[src/rtl/s2cd_pkg.sv]
package s2cd_pkg;

  localparam int UNIT_W = 16;

  typedef enum logic [2:0] {
    ST_IDLE,
    ST_DIV_S,
    ST_DIV_M,
    ST_DIV_H,
    ST_YEAR,
    ST_MONTH,
    ST_DONE
  } state_t;

  localparam logic [UNIT_W-1:0] DIV_SIXTY = 16'd60;
  localparam logic [UNIT_W-1:0] DIV_DAY   = 16'd24;
  localparam logic [UNIT_W-1:0] LEN_YEAR  = 16'd365;
  localparam logic [UNIT_W-1:0] LEN_LEAP  = 16'd366;

  localparam logic [4:0] LAST_S = 5'd31;
  localparam logic [4:0] LAST_M = 5'd26;
  localparam logic [4:0] LAST_H = 5'd20;
  localparam int SHIFT_M = 5;
  localparam int SHIFT_H = 11;

  localparam logic [11:0] YEAR_1970 = 12'd1970;
  localparam logic [11:0] YEAR_2000 = 12'd2000;
  localparam logic [1:0]  MOD4_1970   = 2'd2;
  localparam logic [6:0]  MOD100_1970 = 7'd70;
  localparam logic [8:0]  MOD400_1970 = 9'd370;
  localparam logic [6:0]  MOD100_LAST = 7'd99;
  localparam logic [8:0]  MOD400_LAST = 9'd399;
  localparam logic [2:0]  WD_1970 = 3'd4;
  localparam logic [2:0]  WD_2000 = 3'd6;

  localparam logic [3:0] MONTH_JAN = 4'd1;
  localparam logic [3:0] MONTH_FEB = 4'd2;
  localparam logic [3:0] MONTH_DEC = 4'd12;

  function automatic logic [4:0] month_days(input logic [3:0] m, input logic leap);
    logic [4:0] d;
    unique case (m)
      MONTH_FEB:                 d = leap ? 5'd29 : 5'd28;
      4'd4, 4'd6, 4'd9, 4'd11:   d = 5'd30;
      default:                   d = 5'd31;
    endcase
    return d;
  endfunction

endpackage

[src/rtl/s2cd_sub.sv]
module s2cd_sub (
  input  logic [s2cd_pkg::UNIT_W-1:0] a,
  input  logic [s2cd_pkg::UNIT_W-1:0] b,
  output logic                        ge,
  output logic [s2cd_pkg::UNIT_W-1:0] diff
);
  import s2cd_pkg::*;

  assign ge   = (a >= b);
  assign diff = a - b;

endmodule

[src/rtl/seconds_to_calendar_date_top.sv]
// Restoring division extracts seconds, minutes and hours in turn; then one year step
// per elapsed year plus a final one, up to 12 month steps, and an output step, all
// on the single shared compare-subtract unit.
// One item at a time: the next item is taken in the idle state after the result is in
// the output register, which is loaded only once out_valid is low or out_ready is high.
// Reset (rst, synchronous) clears the epoch to 1970 and empties the block.
module seconds_to_calendar_date_top (
  input  logic        clk,
  input  logic        rst,
  input  logic        epoch_we,
  input  logic        epoch_select,
  input  logic        in_valid,
  output logic        in_ready,
  input  logic [31:0] seconds,
  output logic        out_valid,
  input  logic        out_ready,
  output logic [5:0]  second,
  output logic [5:0]  minute,
  output logic [4:0]  hour,
  output logic [2:0]  weekday,
  output logic [11:0] year,
  output logic [3:0]  month,
  output logic [4:0]  day
);
  import s2cd_pkg::*;

  state_t state, state_next;
  logic epoch;

  logic [31:0] num;
  logic [31:0] num_next;
  logic [5:0]  rem;
  logic [5:0]  rem_next;
  logic [4:0]  cnt;
  logic [5:0]  sec_w;
  logic [5:0]  min_w;
  logic [4:0]  hr_w;
  logic [2:0]  r7;
  logic [2:0]  r7_next;
  logic [3:0]  r7_sum;
  logic [15:0] doy;
  logic [11:0] yr;
  logic [1:0]  m4;
  logic [6:0]  m100;
  logic [8:0]  m400;
  logic [3:0]  mon;
  logic        leap;
  logic [3:0]  wd_sum;
  logic        load_out;

  logic [UNIT_W-1:0] op_a;
  logic [UNIT_W-1:0] op_b;
  logic              ge;
  logic [UNIT_W-1:0] diff;

  s2cd_sub u_sub (
    .a    (op_a),
    .b    (op_b),
    .ge   (ge),
    .diff (diff)
  );

  assign leap = (m4 == 2'd0) && ((m100 != 7'd0) || (m400 == 9'd0));

  assign num_next = {num[30:0], ge};
  assign rem_next = ge ? diff[5:0] : op_a[5:0];
  assign r7_sum   = {r7, ge};
  assign r7_next  = (r7_sum >= 4'd7) ? 3'(r7_sum - 4'd7) : r7_sum[2:0];
  assign wd_sum   = {1'b0, r7} + {1'b0, (epoch ? WD_2000 : WD_1970)};

  always_comb begin
    state_next = state;
    unique case (state)
      ST_IDLE:  if (in_valid) state_next = ST_DIV_S;
      ST_DIV_S: if (cnt == 5'd0) state_next = ST_DIV_M;
      ST_DIV_M: if (cnt == 5'd0) state_next = ST_DIV_H;
      ST_DIV_H: if (cnt == 5'd0) state_next = ST_YEAR;
      ST_YEAR:  if (!ge) state_next = ST_MONTH;
      ST_MONTH: if (!ge || mon == MONTH_DEC) state_next = ST_DONE;
      ST_DONE:  if (!out_valid || out_ready) state_next = ST_IDLE;
      default:  state_next = ST_IDLE;
    endcase
  end

  always_comb begin
    in_ready = 1'b0;
    load_out = 1'b0;
    op_a     = {{(UNIT_W-7){1'b0}}, rem, num[31]};
    op_b     = DIV_SIXTY;
    unique case (state)
      ST_IDLE:  in_ready = 1'b1;
      ST_DIV_S: op_b = DIV_SIXTY;
      ST_DIV_M: op_b = DIV_SIXTY;
      ST_DIV_H: op_b = DIV_DAY;
      ST_YEAR: begin
        op_a = doy;
        op_b = leap ? LEN_LEAP : LEN_YEAR;
      end
      ST_MONTH: begin
        op_a = doy;
        op_b = {11'd0, month_days(mon, leap)};
      end
      ST_DONE:  load_out = !out_valid || out_ready;
      default:  in_ready = 1'b0;
    endcase
  end

  always_ff @(posedge clk) begin
    if (rst) begin
      state <= ST_IDLE;
      epoch <= 1'b0;
      out_valid <= 1'b0;
    end else begin
      state <= state_next;
      if (epoch_we) epoch <= epoch_select;
      if (load_out) out_valid <= 1'b1;
      else if (out_ready) out_valid <= 1'b0;
    end
  end

  always_ff @(posedge clk) begin
    case (state)
      ST_IDLE: begin
        num <= seconds;
        rem <= 6'd0;
        cnt <= LAST_S;
        r7  <= 3'd0;
        yr   <= epoch ? YEAR_2000 : YEAR_1970;
        m4   <= epoch ? 2'd0 : MOD4_1970;
        m100 <= epoch ? 7'd0 : MOD100_1970;
        m400 <= epoch ? 9'd0 : MOD400_1970;
      end
      ST_DIV_S, ST_DIV_M: begin
        cnt <= cnt - 5'd1;
        num <= num_next;
        rem <= rem_next;
        if (cnt == 5'd0) begin
          rem <= 6'd0;
          if (state == ST_DIV_S) begin
            sec_w <= rem_next;
            num   <= num_next << SHIFT_M;
            cnt   <= LAST_M;
          end else begin
            min_w <= rem_next;
            num   <= num_next << SHIFT_H;
            cnt   <= LAST_H;
          end
        end
      end
      ST_DIV_H: begin
        cnt <= cnt - 5'd1;
        num <= num_next;
        rem <= rem_next;
        r7  <= r7_next;
        if (cnt == 5'd0) begin
          hr_w <= rem_next[4:0];
          doy  <= num_next[15:0];
        end
      end
      ST_YEAR: begin
        if (ge) begin
          doy  <= diff;
          yr   <= yr + 12'd1;
          m4   <= m4 + 2'd1;
          m100 <= (m100 == MOD100_LAST) ? 7'd0 : m100 + 7'd1;
          m400 <= (m400 == MOD400_LAST) ? 9'd0 : m400 + 9'd1;
        end else begin
          mon <= MONTH_JAN;
        end
      end
      ST_MONTH: begin
        if (ge && mon != MONTH_DEC) begin
          doy <= diff;
          mon <= mon + 4'd1;
        end
      end
      default: begin
      end
    endcase
  end

  always_ff @(posedge clk) begin
    if (load_out) begin
      second  <= sec_w;
      minute  <= min_w;
      hour    <= hr_w;
      weekday <= (wd_sum >= 4'd7) ? 3'(wd_sum - 4'd7) : wd_sum[2:0];
      year    <= yr;
      month   <= mon;
      day     <= 5'(doy[4:0] + 5'd1);
    end
  end

  a_mod4: assert property (@(posedge clk) disable iff (rst)
    (state == ST_YEAR || state == ST_MONTH) |-> (m4 == yr[1:0]))
    else $error("year mod 4 counter out of step");

  a_mods: assert property (@(posedge clk) disable iff (rst)
    (state == ST_YEAR) |-> (m100 <= MOD100_LAST && m400 <= MOD400_LAST))
    else $error("century counters out of range");

  a_month: assert property (@(posedge clk) disable iff (rst)
    (state == ST_MONTH) |-> (mon >= MONTH_JAN && mon <= MONTH_DEC && doy < LEN_LEAP))
    else $error("month step out of range");

  a_start: assert property (@(posedge clk) disable iff (rst)
    (in_valid && in_ready) |=> (state == ST_DIV_S && cnt == LAST_S))
    else $error("accepted item did not start division");

  a_result: assert property (@(posedge clk) disable iff (rst)
    $rose(out_valid) |-> (month >= MONTH_JAN && month <= MONTH_DEC && day != 5'd0
                          && second < 6'd60 && minute < 6'd60 && hour < 5'd24))
    else $error("result out of range");

endmodule
[config.mk]
export PLATFORM = sky130hd
export DESIGN_NAME = seconds_to_calendar_date_top
export DESIGN_NICKNAME = d
export VERILOG_FILES = /design/src/rtl/s2cd_pkg.sv /design/src/rtl/s2cd_sub.sv /design/src/rtl/seconds_to_calendar_date_top.sv
export SDC_FILE = /design/constraint.sdc
export NUM_CORES = 1
export LEC_CHECK = 0
export ABC_CLOCK_PERIOD_IN_PS = 4420
export BUFFER_PORTS_ARGS = -buffer_cell sky130_fd_sc_hd__buf_2
export CORE_UTILIZATION = 55
export CTS_BUF_LIST = sky130_fd_sc_hd__clkbuf_8
export CTS_CLUSTER_SIZE = 12
export DETAILED_ROUTE_END_ITERATION = 10
export GPL_ROUTABILITY_DRIVEN = 0
export PLACE_DENSITY = 0.8
export SKIP_CTS_REPAIR_TIMING = 1
export SLEW_MARGIN = 30
export SYNTH_ARGS = -nofsm -noshare
export SYNTH_HDL_FRONTEND = slang
export SYNTH_SLANG_ARGS = --single-unit
[constraint.sdc]
create_clock -name clk -period 4.42 [get_ports clk]
set_clock_uncertainty 0.2 [all_clocks]
set_input_delay 0.442 -clock clk [delete_from_list [all_inputs] [get_ports clk]]
set_output_delay 0.442 -clock clk [all_outputs]
set_load 0.05 [all_outputs]
==> reports/summary.txt <==
Status: complete, no violations
Commonest non-fill, non-tap cell in the layout: edfxtp_1
Fillers: 1074
Met3 GRT Util: 0.0445
Global-route track usage on met1: 0.302
#FFs+latches synth: 159
Post-DP Area: 8570 µm²
Post-route cell area: 9010 µm²
Cell variety after synth: 68
Fin crit share: 0.932
First-pass GRT wire length: 26.6 mm
Final setup viols: 0
Worst relative slew slack: 0.439
TritonRoute pass-1 iters: 5
Post-synth EDFFs: 154
Die Span Y: 122 µm
Root Buffer: clkbuf_8
Cells after Synth: 691
Total Wirelength: 16.3 mm
Core box area: 14000 µm²
DP HPWL: 11.4 mm
Largest net degree at the start of global routing: 53
DR WL/cell: 16.8 µm
Initial antenna violation count: 0
Layout Area Growth over Synthesis: 13.5%
Top delay family on crit path: simple AND/OR/NAND/NOR gates
IO buf count: 80
FFs w/ async S/R, synth: 0
WP data required: 4.43 ns
DRC: 0
Synth Flop Type: edfxtp_1
Max clock buf depth: 2
Die area: 14900 µm²
Met2 Usage GRT: 0.377
Global route total overflow: 0
Initial Util: 0.568
Max Clk Rate: 243 MHz
Most frequent cells in the layout: edfxtp_1, nand2_1, buf_2
Min cycle time layout: 4.12 ns
Post-route ant nets: 0
Buf+Inv Stages, Crit Path: 3
Ratio of cells with drive above 1 in the final layout: 0.179
Clock transition at path regs: 0.09 ns
Syn avg cell area: 11.5 µm²
Max Slew Vio Count: 0
Global Route Usage Sum: 0.232
DR iter-0 viols: 549
Worst hold slack: 0.0116 ns
Die span in x: 122 µm
Nets: 838
Mapped cell area: 7940 µm²
# diodes: 0
Setup CP Type: reg -> reg
Worst Max-Slew Pin Slew: 0.841 ns
Synthesized net count: 754
CP Capture Type: flip-flop
Max-cap viol count: 0
Hold Crit Class: in -> reg
Routed via count: 5657
Multi-input gate area: 2980 µm²
# IOs: 81
Row count: 43
Register area share after synthesis: 0.595
Via/cell ratio: 5.85
Clk Latency, worst-skew pair: 0.46 ns
CP cell instances: inv_1 > ha_1 > nor4b_1 > nand2_1 > o21ai_0 > and2_1 > a41oi_1 > nor2_1 > ha_1 > inv_1 > fa_1 > a21oi_2 > nor3_1 > nor4_4 > buf_6 > mux2_2 > and2_1
Clk sinks: 159
Final setup TNS: 0 ns
Number of global-route vias before repair: 5493
Syn. warnings: 0
Sequential Area: 4720 µm²
PwrDens: 343 nW/µm²
CTS tree: done
Crit-path slowest cell: edfxtp_1
Worst ir drop on vdd: 0.190 mV
Hold Vio Cnt, Final: 0
H-tree depth: 4
Startpoint types: flip-flop
GRT Max-Usage Layer: met2
RSZ-0062 raised after global routing: false
CP max FO: 20
Total CTS buffers: 17
CP peak stage delay: 0.44 ns
Leak: 0.00355 µW
CP arrival: 4.13 ns
-- cell families after synthesis --
group           count (synthesis)  share of synthesized area
mux                            33                     0.0424
fa+ha+maj                      25                     0.0403
buf+inv                        68                     0.0351
flops                         159                      0.595
simple gates                  225                      0.132
xor+xnor                       41                     0.0452
compound gates                140                      0.111
-- metrics by stage --
stage,worst slack [ns],util,power [µW],std cells
floorplan,0.0952,-,1940,691
global placement,0.370,0.613,2010,935
detailed placement,0.181,0.613,2020,935
CTS,0.155,0.642,3100,966
global route,0.0775,0.644,3200,967
finish,0.300,0.644,3090,967
-- path summary, 6_finish.rpt --
kind / start / end / slack (ns) / cells after the start
min reg2reg: min_w[3] / minute[3] / 0.22 / 0
max: m100[0] / rem[1] / 0.30 / 17
min: rst / state[2] / 0.01 / 2
max reg2reg: m100[0] / rem[1] / 0.30 / 17
-- metal layers --
metal | wire length [µm] | vias up
met1 | 7130 | 2704
met2 | 7730 | 230
met4 | 408 | 0
met5 | 0 | -
li1 | - | 2693
met3 | 1020 | 30
-- power by group --
group	switching [µW]	internal [µW]
sequential	57.8	1710
clock	541	555
combinational	124	96.3
total	723	2360
-- worst register-to-register path, delay by kind of cell (launching register included) --
family,cells,cell delay (ns)
flops,1,0.44
fa+ha+maj,3,0.73
mux,1,0.40
buf+inv,3,0.40
simple gates,7,1.21
compound gates,3,0.49
-- cells in the mapped netlist (2+ instances only) --
master	number	share of area
a211o_1	2	0.0022
a211oi_1	3	0.0028
a21o_1	3	0.0028
a21oi_1	37	0.023
a222oi_1	5	0.0063
a22o_1	4	0.0044
a31oi_1	2	0.0016
and2_1	7	0.0055
and3_1	13	0.010
buf_2	4	0.0025
buf_6	2	0.0028
clkbuf_1	23	0.011
dfxtp_1	5	0.013
edfxtp_1	154	0.58
ha_1	24	0.038
inv_1	36	0.017
mux2_2	2	0.0028
mux2i_1	30	0.038
nand2_1	85	0.040
nand2b_1	6	0.0047
nand3_1	29	0.018
nand3b_1	3	0.0028
nand4_1	2	0.0016
nor2_1	53	0.025
nor2b_1	5	0.0039
nor3_1	8	0.0050
nor4_1	2	0.0016
o2111ai_1	2	0.0022
o211ai_1	3	0.0028
o21ai_0	55	0.035
o311ai_0	2	0.0022
o31ai_1	3	0.0028
or3_1	2	0.0016
or4_1	2	0.0019
xnor2_1	26	0.029
xor2_1	15	0.017
-- state kept, by name (all words and copies together) (netlist names), 6 cells and up --
name,cells
num,32
doy,16
year,12
yr,12
m400,9
m100,7
min_w,6
minute,6
rem,6
sec_w,6
second,6
-- final cells by class --
| class | instances | area share |
|---|---|---|
| inverters | 37 | 0.0154 |
| flip-flops and latches | 159 | 0.524 |
| repair buffers | 96 | 0.0604 |
| clock inverters | 14 | 0.0189 |
| multi-input cells | 464 | 0.330 |
| clock buffers | 17 | 0.0260 |
| well taps | 180 | 0.0250 |
Note: power is estimated with default switching activity, not from simulation.
